<file path="config.mk">
export PLATFORM = sky130hd
export DESIGN_NAME = seed_sequence_pool_mixer
export DESIGN_NICKNAME = d
export VERILOG_FILES = /design/src/rtl/ssmix_pkg.sv /design/src/rtl/seed_sequence_pool_mixer.sv /design/src/rtl/ssmix_front.sv /design/src/rtl/ssmix_queue.sv /design/src/rtl/ssmix_back.sv
export SDC_FILE = /design/constraint.sdc
export NUM_CORES = 2
export LEC_CHECK = 0
export ABC_CLOCK_PERIOD_IN_PS = 12900
export BUFFER_PORTS_ARGS = -buffer_cell sky130_fd_sc_hd__buf_2
export CORE_ASPECT_RATIO = 1.4
export CORE_MARGIN = 2
export CORE_UTILIZATION = 65
export CTS_CLUSTER_SIZE = 8
export DETAILED_ROUTE_END_ITERATION = 10
export GPL_TIMING_DRIVEN = 1
export PLACE_DENSITY_LB_ADDON = 0.2
export SLEW_MARGIN = 20
export SYNTH_ARGS = -nofsm -noshare
export SYNTH_HDL_FRONTEND = slang
export SYNTH_SLANG_ARGS = --single-unit
</file>
<file path="constraint.sdc">
create_clock -name clock -period 12.9 [get_ports clock]
set_input_delay 1.29 -clock clock [delete_from_list [all_inputs] [get_ports clock]]
set_output_delay 1.29 -clock clock [all_outputs]
set_load 0.01 [all_outputs]
</file>
<file path="src/rtl/ssmix_pkg.sv">
// ----------------------------------------------------------------------------
// ssmix_pkg
// Shared constants, operation codes and the queued operation type of the
// seed sequence pool mixer.
// ----------------------------------------------------------------------------
package ssmix_pkg;

   // pool geometry
   localparam int POOL_WORDS = 4;
   localparam int PIDX_W     = (POOL_WORDS > 1) ? $clog2(POOL_WORDS) : 1;
   localparam int CNT_W      = $clog2(POOL_WORDS + 1);

   localparam logic [CNT_W-1:0]  POOL_CNT  = CNT_W'(POOL_WORDS);
   localparam logic [PIDX_W-1:0] POOL_LAST = PIDX_W'(POOL_WORDS - 1);

   // front-to-back queue geometry
   localparam int QUEUE_DEPTH = 2;
   localparam int QPTR_W      = (QUEUE_DEPTH > 1) ? $clog2(QUEUE_DEPTH) : 1;
   localparam int QCNT_W      = $clog2(QUEUE_DEPTH + 1);

   localparam logic [QCNT_W-1:0] QUEUE_CNT  = QCNT_W'(QUEUE_DEPTH);
   localparam logic [QPTR_W-1:0] QUEUE_LAST = QPTR_W'(QUEUE_DEPTH - 1);

   // hash constants
   localparam logic [31:0] MIX_INIT   = 32'h43b0_d7e5;
   localparam logic [31:0] MIX_MUL    = 32'h931e_8875;
   localparam logic [31:0] OUT_INIT   = 32'h8b51_f9dd;
   localparam logic [31:0] OUT_MUL    = 32'h58f3_8ded;
   localparam logic [31:0] PAIR_MUL_L = 32'hca01_f9dd;
   localparam logic [31:0] PAIR_MUL_R = 32'h4973_f715;

   // input command codes
   localparam logic CMD_ENTROPY  = 1'b0;
   localparam logic CMD_GENERATE = 1'b1;

   // classified operation kinds
   typedef enum logic [1:0] {
      OP_GEN  = 2'd0,   // hash one pool word out
      OP_FILL = 2'd1,   // hashmix a word into the next empty pool slot
      OP_MIX  = 2'd2    // hashmix a word into every pool word
   } op_kind_type;

   // one queued operation
   typedef struct packed {
      op_kind_type       kind;
      logic [31:0]       word;
      logic [PIDX_W-1:0] widx;    // pool slot for a fill
      logic              reload;  // first word of a stream
      logic              pad;     // stream ends here, pad the rest with zero
   } mix_op_type;

endpackage

</file>
<file path="src/rtl/seed_sequence_pool_mixer.sv">
// ----------------------------------------------------------------------------
// seed_sequence_pool_mixer
// Entropy pool mixer: hashmixes a stream of entropy words into a four-word
// pool and hashes pool words out as seed words on request.
//
//   channel | direction | handshake         | payload
//   req     | in        | req_valid/stall   | cmd, entropy_word, last_word
//   rsp     | out       | rsp_valid/stall   | seed_word
//
// One multiply per cycle in the back end sets the cost of a word: a generate
// runs steps G1 and G2, a fill word H1 and H2 (again per zero pad word), the
// word that fills the pool adds a cross-mix of every ordered pair of pool
// words, and a word after that runs H1, H2, P1 and P2 per pool word. A
// two-word queue lets the front take words while the back end works. Reset
// clears the pool, queue, stream position and sequencer state. rsp_stall
// holds a generate in the back end until the result register frees.
// ----------------------------------------------------------------------------
module seed_sequence_pool_mixer (
   input  logic        clock,
   input  logic        reset,
   input  logic        req_valid,
   output logic        req_stall,
   input  logic        req_cmd,
   input  logic [31:0] req_entropy_word,
   input  logic        req_last_word,
   output logic        rsp_valid,
   input  logic        rsp_stall,
   output logic [31:0] rsp_seed_word
);

   ssmix_pkg::mix_op_type push_op, pop_op;
   logic                  q_push, q_full, q_valid, q_pop;

   ssmix_front u_front (
      .clock            (clock),
      .reset            (reset),
      .req_valid        (req_valid),
      .req_stall        (req_stall),
      .req_cmd          (req_cmd),
      .req_entropy_word (req_entropy_word),
      .req_last_word    (req_last_word),
      .q_full           (q_full),
      .q_push           (q_push),
      .q_op             (push_op)
   );

   ssmix_queue u_queue (
      .clock   (clock),
      .reset   (reset),
      .push    (q_push),
      .push_op (push_op),
      .full    (q_full),
      .valid   (q_valid),
      .pop     (q_pop),
      .pop_op  (pop_op)
   );

   ssmix_back u_back (
      .clock         (clock),
      .reset         (reset),
      .q_valid       (q_valid),
      .q_op          (pop_op),
      .q_pop         (q_pop),
      .rsp_valid     (rsp_valid),
      .rsp_stall     (rsp_stall),
      .rsp_seed_word (rsp_seed_word)
   );

endmodule

</file>
<file path="src/rtl/ssmix_front.sv">
// ----------------------------------------------------------------------------
// ssmix_front
// Accepts input words, tracks stream position and turns each word into a
// fill, mix or generate operation for the back end.
// ----------------------------------------------------------------------------
module ssmix_front (
   input  logic                  clock,
   input  logic                  reset,
   input  logic                  req_valid,
   output logic                  req_stall,
   input  logic                  req_cmd,
   input  logic [31:0]           req_entropy_word,
   input  logic                  req_last_word,
   input  logic                  q_full,
   output logic                  q_push,
   output ssmix_pkg::mix_op_type q_op
);

   logic [ssmix_pkg::CNT_W-1:0] words_seen_ff, words_seen_in;
   logic                        cross_mixed_ff, cross_mixed_in;
   logic [ssmix_pkg::CNT_W-1:0] words_next;

   assign req_stall  = q_full;
   assign q_push     = req_valid & ~q_full;
   assign words_next = words_seen_ff + ssmix_pkg::CNT_W'(1);

   // classify the word against the current stream position
   always_comb begin
      q_op.word   = req_entropy_word;
      q_op.widx   = words_seen_ff[ssmix_pkg::PIDX_W-1:0];
      q_op.reload = (words_seen_ff == '0);
      q_op.pad    = req_last_word;
      if (req_cmd == ssmix_pkg::CMD_GENERATE) begin
         q_op.kind = ssmix_pkg::OP_GEN;
      end else if (!cross_mixed_ff) begin
         q_op.kind = ssmix_pkg::OP_FILL;
      end else begin
         q_op.kind = ssmix_pkg::OP_MIX;
      end
   end

   // stream position update
   always_comb begin
      words_seen_in  = words_seen_ff;
      cross_mixed_in = cross_mixed_ff;
      if (q_push && req_cmd == ssmix_pkg::CMD_ENTROPY) begin
         if (!cross_mixed_ff) begin
            if (words_next >= ssmix_pkg::POOL_CNT) begin
               words_seen_in  = ssmix_pkg::POOL_CNT;
               cross_mixed_in = 1'b1;
            end else begin
               words_seen_in = words_next;
            end
         end
         if (req_last_word) begin
            words_seen_in  = '0;
            cross_mixed_in = 1'b0;
         end
      end
   end

   always_ff @(posedge clock) begin
      if (reset) begin
         words_seen_ff  <= '0;
         cross_mixed_ff <= 1'b0;
      end else begin
         words_seen_ff  <= words_seen_in;
         cross_mixed_ff <= cross_mixed_in;
      end
   end

endmodule

</file>
<file path="src/rtl/ssmix_queue.sv">
// ----------------------------------------------------------------------------
// ssmix_queue
// Short FIFO of classified operations between front and back end.
// ----------------------------------------------------------------------------
module ssmix_queue (
   input  logic                  clock,
   input  logic                  reset,
   input  logic                  push,
   input  ssmix_pkg::mix_op_type push_op,
   output logic                  full,
   output logic                  valid,
   input  logic                  pop,
   output ssmix_pkg::mix_op_type pop_op
);

   ssmix_pkg::mix_op_type       entry_ff [ssmix_pkg::QUEUE_DEPTH];
   logic [ssmix_pkg::QPTR_W-1:0] wr_ptr_ff, wr_ptr_in;
   logic [ssmix_pkg::QPTR_W-1:0] rd_ptr_ff, rd_ptr_in;
   logic [ssmix_pkg::QCNT_W-1:0] count_ff, count_in;
   logic                         do_push, do_pop;

   assign full    = (count_ff == ssmix_pkg::QUEUE_CNT);
   assign valid   = (count_ff != '0);
   assign pop_op  = entry_ff[rd_ptr_ff];
   assign do_push = push & ~full;
   assign do_pop  = pop & valid;

   // pointer and count update
   always_comb begin
      wr_ptr_in = wr_ptr_ff;
      rd_ptr_in = rd_ptr_ff;
      count_in  = count_ff;
      if (do_push) begin
         wr_ptr_in = (wr_ptr_ff == ssmix_pkg::QUEUE_LAST) ? '0
                   : wr_ptr_ff + ssmix_pkg::QPTR_W'(1);
      end
      if (do_pop) begin
         rd_ptr_in = (rd_ptr_ff == ssmix_pkg::QUEUE_LAST) ? '0
                   : rd_ptr_ff + ssmix_pkg::QPTR_W'(1);
      end
      if (do_push && !do_pop) begin
         count_in = count_ff + ssmix_pkg::QCNT_W'(1);
      end else if (do_pop && !do_push) begin
         count_in = count_ff - ssmix_pkg::QCNT_W'(1);
      end
   end

   always_ff @(posedge clock) begin
      if (reset) begin
         wr_ptr_ff <= '0;
         rd_ptr_ff <= '0;
         count_ff  <= '0;
      end else begin
         wr_ptr_ff <= wr_ptr_in;
         rd_ptr_ff <= rd_ptr_in;
         count_ff  <= count_in;
      end
   end

   // entry storage
   always_ff @(posedge clock) begin
      if (do_push) begin
         entry_ff[wr_ptr_ff] <= push_op;
      end
   end

endmodule

</file>
<file path="src/rtl/ssmix_back.sv">
// ----------------------------------------------------------------------------
// ssmix_back
// Executes queued operations on the pool with one shared 32x32 multiplier,
// one multiply per cycle, and holds the result word register.
// ----------------------------------------------------------------------------
module ssmix_back (
   input  logic                  clock,
   input  logic                  reset,
   input  logic                  q_valid,
   input  ssmix_pkg::mix_op_type q_op,
   output logic                  q_pop,
   output logic                  rsp_valid,
   input  logic                  rsp_stall,
   output logic [31:0]           rsp_seed_word
);

   typedef enum logic [6:0] {
      ST_IDLE = 7'b000_0001,
      ST_H1   = 7'b000_0010,   // advance mix constant, xor input
      ST_H2   = 7'b000_0100,   // multiply by new mix constant
      ST_P1   = 7'b000_1000,   // left pair product
      ST_P2   = 7'b001_0000,   // right pair product, subtract, write
      ST_G1   = 7'b010_0000,   // advance output constant, xor pool word
      ST_G2   = 7'b100_0000    // multiply, emit seed word
   } state_type;

   state_type                    state_ff, state_in;
   logic [31:0]                  pool_ff [ssmix_pkg::POOL_WORDS];
   logic [31:0]                  mhc_ff, mhc_in;
   logic [31:0]                  ohc_ff, ohc_in;
   logic [ssmix_pkg::PIDX_W-1:0] oidx_ff, oidx_in;
   ssmix_pkg::op_kind_type       kind_ff, kind_in;
   logic [31:0]                  word_ff, word_in;
   logic [ssmix_pkg::PIDX_W-1:0] widx_ff, widx_in;
   logic                         pad_ff, pad_in;
   logic                         in_cross_ff, in_cross_in;
   logic [ssmix_pkg::CNT_W-1:0]  src_ff, src_in;
   logic [ssmix_pkg::CNT_W-1:0]  dst_ff, dst_in;
   logic [31:0]                  hv_ff, hv_in;
   logic [31:0]                  tmp_ff, tmp_in;
   logic                         rsp_valid_ff, rsp_valid_in;
   logic [31:0]                  rsp_word_ff, rsp_word_in;

   logic [31:0]                  mul_a, mul_b, prod, prod_mix, diff;
   logic [ssmix_pkg::PIDX_W-1:0] rd_addr, wr_addr;
   logic [31:0]                  pool_rd, wr_data;
   logic                         wr_en;
   logic [ssmix_pkg::CNT_W-1:0]  dst_step, src_step;
   logic                         out_busy;

   // shared multiplier and its post-mix
   assign prod     = mul_a * mul_b;
   assign prod_mix = prod ^ (prod >> 16);
   assign diff     = tmp_ff - prod;
   assign pool_rd  = pool_ff[rd_addr];
   assign out_busy = rsp_valid_ff & rsp_stall;

   assign rsp_valid     = rsp_valid_ff;
   assign rsp_seed_word = rsp_word_ff;

   // cross-mix pair walk: next dst skips src
   always_comb begin
      dst_step = dst_ff + ssmix_pkg::CNT_W'(1);
      if (dst_step == src_ff) begin
         dst_step = dst_ff + ssmix_pkg::CNT_W'(2);
      end
      src_step = src_ff + ssmix_pkg::CNT_W'(1);
   end

   // sequencer
   always_comb begin
      state_in     = state_ff;
      mhc_in       = mhc_ff;
      ohc_in       = ohc_ff;
      oidx_in      = oidx_ff;
      kind_in      = kind_ff;
      word_in      = word_ff;
      widx_in      = widx_ff;
      pad_in       = pad_ff;
      in_cross_in  = in_cross_ff;
      src_in       = src_ff;
      dst_in       = dst_ff;
      hv_in        = hv_ff;
      tmp_in       = tmp_ff;
      rsp_valid_in = rsp_valid_ff & rsp_stall;
      rsp_word_in  = rsp_word_ff;
      q_pop        = 1'b0;
      mul_a        = hv_ff;
      mul_b        = mhc_ff;
      rd_addr      = dst_ff[ssmix_pkg::PIDX_W-1:0];
      wr_en        = 1'b0;
      wr_addr      = dst_ff[ssmix_pkg::PIDX_W-1:0];
      wr_data      = prod_mix;

      unique case (state_ff)
         ST_IDLE: begin
            if (q_valid) begin
               q_pop       = 1'b1;
               kind_in     = q_op.kind;
               word_in     = q_op.word;
               widx_in     = q_op.widx;
               pad_in      = q_op.pad;
               in_cross_in = 1'b0;
               src_in      = '0;
               dst_in      = '0;
               unique case (q_op.kind)
                  ssmix_pkg::OP_GEN: begin
                     state_in = ST_G1;
                  end
                  ssmix_pkg::OP_FILL: begin
                     if (q_op.reload) begin
                        mhc_in = ssmix_pkg::MIX_INIT;
                     end
                     state_in = ST_H1;
                  end
                  ssmix_pkg::OP_MIX: begin
                     state_in = ST_H1;
                  end
                  default: begin
                     state_in = ST_IDLE;
                  end
               endcase
            end
         end

         ST_H1: begin
            rd_addr  = src_ff[ssmix_pkg::PIDX_W-1:0];
            mul_a    = mhc_ff;
            mul_b    = ssmix_pkg::MIX_MUL;
            mhc_in   = prod;
            hv_in    = (in_cross_ff ? pool_rd : word_ff) ^ mhc_ff;
            state_in = ST_H2;
         end

         ST_H2: begin
            mul_a = hv_ff;
            mul_b = mhc_ff;
            if (kind_ff == ssmix_pkg::OP_FILL && !in_cross_ff) begin
               // store into the next pool slot
               wr_en   = 1'b1;
               wr_addr = widx_ff;
               if (widx_ff == ssmix_pkg::POOL_LAST) begin
                  if (ssmix_pkg::POOL_WORDS > 1) begin
                     in_cross_in = 1'b1;
                     src_in      = '0;
                     dst_in      = ssmix_pkg::CNT_W'(1);
                     state_in    = ST_H1;
                  end else begin
                     state_in = ST_IDLE;
                  end
               end else if (pad_ff) begin
                  widx_in  = widx_ff + ssmix_pkg::PIDX_W'(1);
                  word_in  = '0;
                  state_in = ST_H1;
               end else begin
                  state_in = ST_IDLE;
               end
            end else begin
               hv_in    = prod_mix;
               state_in = ST_P1;
            end
         end

         ST_P1: begin
            mul_a    = ssmix_pkg::PAIR_MUL_L;
            mul_b    = pool_rd;
            tmp_in   = prod;
            state_in = ST_P2;
         end

         ST_P2: begin
            mul_a   = ssmix_pkg::PAIR_MUL_R;
            mul_b   = hv_ff;
            wr_en   = 1'b1;
            wr_data = diff ^ (diff >> 16);
            if (in_cross_ff) begin
               if (dst_step < ssmix_pkg::POOL_CNT) begin
                  dst_in   = dst_step;
                  state_in = ST_H1;
               end else if (src_step == ssmix_pkg::POOL_CNT) begin
                  state_in = ST_IDLE;
               end else begin
                  src_in   = src_step;
                  dst_in   = '0;
                  state_in = ST_H1;
               end
            end else begin
               if (dst_ff + ssmix_pkg::CNT_W'(1) == ssmix_pkg::POOL_CNT) begin
                  state_in = ST_IDLE;
               end else begin
                  dst_in   = dst_ff + ssmix_pkg::CNT_W'(1);
                  state_in = ST_H1;
               end
            end
         end

         ST_G1: begin
            rd_addr  = oidx_ff;
            mul_a    = ohc_ff;
            mul_b    = ssmix_pkg::OUT_MUL;
            ohc_in   = prod;
            hv_in    = pool_rd ^ ohc_ff;
            state_in = ST_G2;
         end

         ST_G2: begin
            mul_a = hv_ff;
            mul_b = ohc_ff;
            if (!out_busy) begin
               rsp_valid_in = 1'b1;
               rsp_word_in  = prod_mix;
               oidx_in      = (oidx_ff == ssmix_pkg::POOL_LAST) ? '0
                            : oidx_ff + ssmix_pkg::PIDX_W'(1);
               state_in     = ST_IDLE;
            end
         end

         default: begin
            state_in = ST_IDLE;
         end
      endcase
   end

   // control and hash state
   always_ff @(posedge clock) begin
      if (reset) begin
         state_ff     <= ST_IDLE;
         mhc_ff       <= ssmix_pkg::MIX_INIT;
         ohc_ff       <= ssmix_pkg::OUT_INIT;
         oidx_ff      <= '0;
         in_cross_ff  <= 1'b0;
         rsp_valid_ff <= 1'b0;
      end else begin
         state_ff     <= state_in;
         mhc_ff       <= mhc_in;
         ohc_ff       <= ohc_in;
         oidx_ff      <= oidx_in;
         in_cross_ff  <= in_cross_in;
         rsp_valid_ff <= rsp_valid_in;
      end
   end

   // working registers
   always_ff @(posedge clock) begin
      kind_ff     <= kind_in;
      word_ff     <= word_in;
      widx_ff     <= widx_in;
      pad_ff      <= pad_in;
      src_ff      <= src_in;
      dst_ff      <= dst_in;
      hv_ff       <= hv_in;
      tmp_ff      <= tmp_in;
      rsp_word_ff <= rsp_word_in;
   end

   // pool words, cleared at reset
   always_ff @(posedge clock) begin
      if (reset) begin
         for (int i = 0; i < ssmix_pkg::POOL_WORDS; i++) begin
            pool_ff[i] <= '0;
         end
      end else if (wr_en) begin
         pool_ff[wr_addr] <= wr_data;
      end
   end

endmodule
</file>
# Word-level counts from Yosys, hierarchy flattened
# Memory sizes are Yosys's and may differ from the RTL's. A register that Yosys moved wholly into a read port is not among the register bits.
# Cells that the tools add are included.
# word_totals
ramBits,204
inputBits,38
n_memories,2
word_cells,188
out_inout_bits,34
ff_bits,222
# op_classes
eq_ne,31
bitwise_logic,11
reduce_logical,27
mux,83
order_cmp,2
multipliers,1
n_addsub,11
# memory_table
memory,words,word_bits,read_ports,rd_clocked_by_memory_dff,write_ports,line_no,rtl
u_back.pool_ff,4,32,1,0,4,ssmix_back.sv:28,logic [31:0] pool_ff [ssmix_pkg::POOL_WORDS];
u_queue.entry_ff,2,38,1,1,1,ssmix_queue.sv:16,ssmix_pkg::mix_op_type entry_ff [ssmix_pkg::QUEUE_DEPTH];
# op_table
cell,n
2-to-1 mux 32 bit,11
one-hot mux 32 bit (5 select lines),1
one-hot mux 32 bit (2 select lines),2
one-hot mux 32 bit (4 select lines),1
one-hot mux 32 bit (3 select lines),1
XOR 32 x 16 -> 32 bit,2
XOR 32 bit,2
one-hot mux 7 bit (7 select lines),1
2-to-1 mux 3 bit,16
2-to-1 mux 7 bit,6
multiplier 32 x 32 -> 32 bit,1
OR reduction 32 bit,1
subtractor 32 bit,1
2-to-1 mux 2 bit,15
2-to-1 mux 1 bit,22
"inequality test 2 bit, second input constant",9
one-hot mux 3 bit (3 select lines),2
one-hot mux 6 bit (2 select lines),1
AND reduction 2 bit,5
"adder 3 x 1 -> 3 bit, second input constant",3
"equality test 2 bit, second input constant",4
"inequality test 2 x 1 -> 1 bit, second input constant",4
one-hot mux 2 bit (2 select lines),2
AND reduction 4 bit,2
31 further kinds,51

# Logic depth before layout (Yosys ltp)
# logic_depth
depth_word,9
ltp_mapped,53
mapped_depth_nobuf,45

# Modules after synthesis
# Synthesis repeated with hierarchy kept, for this count alone.
# unflattened
cells_unflattened,3865
area_unflattened_um2,38020.2
# modules_own_cells
module,area_per_inst_um2,instances,seq_area_each_um2,cells_per_inst
ssmix_back,34521.9,1,9519.1,3654
ssmix_queue,2957.8,1,2382.3,143
ssmix_front,540.5,1,80.1,68

# Least setup slack after synthesis
# OpenSTA, ideal clock, no wires.
# synth_timing
path_kind,flip-flop to flip-flop
startpoint,reg u_back.state_ff[4]
endpoint,mem u_back.pool_ff[3][14] (data pin)
period_less_slack_ns,11.789
stages_incl_launch_ff,46
setup_ns,0.257
path_buffers,5
arrival_ns,11.532
slack_ns,1.111
required_time_ns,12.643
path_cell_list,dfxtp_1 > buf_2 > nor3_4 > nand4b_1 > inv_1 > clkbuf_1 > buf_2 > buf_1 > a221oi_1 > nand2_1 > o21a_1 > clkbuf_1 > nand2_1 > fa_1 > fa_1 > fa_1 > fa_1 > fa_1 > (+10 left out) > nand2b_1 > a21o_1 > a21oi_1 > xnor2_1 > inv_1 > ha_1 > and3_1 > nand4_1 > nor3_1 > a21oi_1 > a21oi_1 > o31a_1 > maj3_1 > o2111ai_1 > a22o_1 > o21ai_0 > xnor3_1 > a32o_1
# synth_lines
element,line_no,rtl
start: declaration,ssmix_back.sv:27,"state_type state_ff, state_in;"
start signal: assignment,ssmix_back.sv:234,state_ff <= state_in;
end: declaration,ssmix_back.sv:28,

==> metrics.txt <==
average size of a mapped cell just under 10 µm²; clock root buffer clkbuf_16; Port-buffer cells 71; worst skew pair latency about 630 ps; CORE AREA 56,600 µm²; P&R area growth vs syn 10.0%; Die Span Y around 290 µm; synthesized instance count approximately 3,800; routed via count 30,200; CTS Hold Bufs 0; Worst-Margin Slew between 1000 and 1500 ps; Die Span X just over 200 µm; clock tree from TritonCTS built; clock-pin transition on the worst setup and hold timing paths around 50 ps; Num CTS Buffers between 50 and 60; Netlist Area Pre-Place about 37,000 µm²; number of sinks driven by the clock tree around 430; yosys synthesis warning count 0; Wirelength per Cell about 28 µm; Hold Crit Depth 0; Die Outline Area just under 60,000 µm²; fraction of the core area covered by cells at the end of the flow between 70 and 80%; Synth async-reset ratio 0%; DR iter-0 viols around 3,700; class of the worst hold path reg2reg; maximum number of pins on one net before global-route repair 62; wire length of the first global-routing pass between 150,000 and 200,000 µm; H-tree levels 2; headroom to the max-slew limit between 15 and 20%; Post-DRT Antenna Nets 0; Reg2Reg Depth 40; Post-synth EDFFs roughly 340; First-pass DRT Iterations 6; DP Area ~39,000 µm²; status complete, no violations; largest fanout on the critical path 25; total count of max-transition violations in the final report 0; Crit path arrival time ~13,000 ps; max-cap viol count 0; Synth Flop Type edfxtp_1; post-detailed-route via-to-cell ratio 6.44; vias in the first global route a little over 30,000; R2R setup slack 370 ps; Crit path top cell by count fa_1; synthesized flop and latch total 427; Worst Setup Start Kind flip-flop; critical path type reg2reg; syn_nets 4,399; placed wire-length estimate after detailed placement about 100,000 µm; number of antenna violations at the first check in global routing 8; number of endpoints failing setup at the final stage 0; total count of hold-check failures in the final report 0; Max Freq about 80 MHz; post-detailed-routing wire length 131,000 µm; CP Capture Type flip-flop; Clock Skew 36.3 ps; clock period minus final worst setup slack between 10,000 and 15,000 ps; final setup TNS 0 ps; DRC violations left 0; global routing usage summed across all routing layers 45.4%; post-layout instance area 41,000 µm²; number of distinct standard cells referenced by the synthesized netlist just over 100; Placer Congestion 1.11; share of post-route cells with drive strength above 1 10.2%; # rows between 100 and 150; data required time of the worst path roughly 13,000 ps; total number of nets in the final design ~4,500; Slowest Stage Delay on Critical Path roughly 550 ps; fill cell total of the finished layout between 4,000 and 5,000; part of the Yosys area used for sequential elements 32.2%; slowest cell on the critical path fa_1; count of boundary I/O pins 72; Max Buffers Root-to-Sink 3; total grt overflow 0; setup repair after global routing missed its margin no; period utilisation layout slightly below 100%; initial core utilization between 60 and 70%
## layout by cell type (no fill, tap or decap), types with 52 or more instances in the layout
| master | n |
|---|---|
| fa_1 | 409 |
| o21ai_0 | 76 |
| buf_4 | 173 |
| buf_2 | 71 |
| xnor2_1 | 136 |
| ha_1 | 157 |
| dfxtp_1 | 80 |
| edfxtp_1 | 343 |
| a22oi_1 | 52 |
| nand2_1 | 483 |
| xor2_1 | 83 |
| mux2i_1 | 128 |
| a21oi_1 | 101 |
| clkbuf_16 | 59 |
| nor2_1 | 481 |
| inv_1 | 533 |
## per-layer routing
metal	routed length, µm	GRT usage (%)	up-vias
li1	-	-	12700
met1	41300	50.6	14700
met2	59700	71.2	2106
met3	14000	10.9	710
met4	15800	42.6	2
met5	18	0	-
## sequential cells by signal, indices dropped and copies added, names as in the netlist, 2 cells and up, named ones only
signal / cells
u_back.word_ff: 32
u_back.oidx_ff: 2
u_back.mhc_ff: 32
u_back.tmp_ff: 32
u_back.kind_ff: 2
u_queue.count_ff: 2
u_back.widx_ff: 2
u_back.ohc_ff: 32
u_back.pool_ff: 128
u_back.dst_ff: 3
u_back.state_ff: 7
u_back.src_ff: 3
u_queue.entry_ff: 76
u_front.words_seen_ff: 3
u_back.hv_ff: 32
u_back.rsp_seed_word: 32
## final timing paths
| check | endpoint | start |
|---|---|---|
| worst max-delay path | u_back.pool_ff[0][31] | u_back.state_ff[5] |
| worst min-delay path | u_queue.entry_ff[0][2] | u_front.words_seen_ff[0] |
| worst max register to register | u_back.pool_ff[0][31] | u_back.state_ff[5] |
| worst min register to register | u_queue.entry_ff[0][2] | u_front.words_seen_ff[0] |
## layout make-up
type | count | area, µm² | area share (%)
inverter | 539 | 2030 | 4.95
tap | 735 | 920 | 2.24
multi-input combinational | 2649 | 22700 | 55.4
timing repair buffer | 246 | 1690 | 4.11
clock inverter | 4 | 87.6 | 0.214
clock buffer | 85 | 1570 | 3.84
sequential | 427 | 12000 | 29.3
antenna | 4 | 10.0 | 0.0244
## Yosys cell counts, types with 7 or more instances
| master | count | area (µm²) |
|---|---|---|
| inv_1 | 535 | 2010 |
| nand2_1 | 484 | 1820 |
| nor2_1 | 484 | 1820 |
| fa_1 | 409 | 8190 |
| edfxtp_1 | 343 | 10300 |
| ha_1 | 157 | 1960 |
| xnor2_1 | 141 | 1230 |
| mux2i_1 | 129 | 1290 |
| clkbuf_1 | 126 | 473 |
| a21oi_1 | 104 | 521 |
| dfxtp_1 | 84 | 1680 |
| o21ai_0 | 83 | 415 |
| xor2_1 | 83 | 727 |
| a22oi_1 | 52 | 390 |
| nor3_1 | 43 | 215 |
| o22ai_1 | 32 | 200 |
| o211ai_1 | 31 | 233 |
| and2_1 | 29 | 181 |
| o21a_1 | 28 | 210 |
| buf_1 | 24 | 90.1 |
| a21o_1 | 22 | 165 |
| nand2b_1 | 22 | 138 |
| o221ai_1 | 20 | 175 |
| buf_2 | 19 | 95.1 |
| a221oi_1 | 18 | 158 |
| a31oi_1 | 18 | 113 |
| a22o_1 | 15 | 131 |
| and3_1 | 15 | 93.8 |
| a221o_1 | 14 | 140 |
| nand3_1 | 14 | 70.1 |
| o21ai_1 | 14 | 70.1 |
| nor2b_1 | 13 | 81.3 |
| a211oi_1 | 12 | 90.1 |
| o22a_1 | 12 | 105 |
| or3_1 | 10 | 62.6 |
| maj3_1 | 7 | 70.1 |
| or2_2 | 7 | 43.8 |
## repair_timing
action                     4_1_cts  5_1_grt
gates resized for setup          0       32
setup endpoints to repair        0       56
buffers inserted                 0        6
## critical path, delay by kind of cell, from the launching register on
| kind | cells | cell delay, ps |
|---|---|---|
| XOR/XNOR | 2 | 680 |
| AO/OA/AOI/OAI | 10 | 2540 |
| flip-flops | 1 | 510 |
| buffers and inverters | 7 | 1050 |
| adder cells (fa/ha/maj) | 10 | 4740 |
| multiplexers | 1 | 390 |
| AND/OR/NAND/NOR | 10 | 2280 |
## cells by family (layout without fill, tap and decap cells)
kind of cell    after synthesis  count (layout)  synth area share, %
buf+inv                     719             874                 7.49
xor+xnor                    232             232                 5.74
compound gates              549             549                 10.4
other cells                   0               4                    0
mux                         134             134                 3.62
flops                       427             427                 32.2
fa+ha+maj                   573             573                 27.5
simple gates               1161            1161                 13.1
## per-stage QoR
stage / worst slack, ps / std cells / hold slack (ps)
floorplan: 1110 / 3795 / 449
finish: 373 / 4689 / 500
detailed placement: 217 / 4589 / 495
CTS: 149 / 4678 / 500
global route: 0.905 / 4685 / 522
global placement: 363 / 4589 / 489
Power is left out: the tool's default activity adds up to more than one toggle a clock period on the data nets, which glitch-free logic cannot reach.
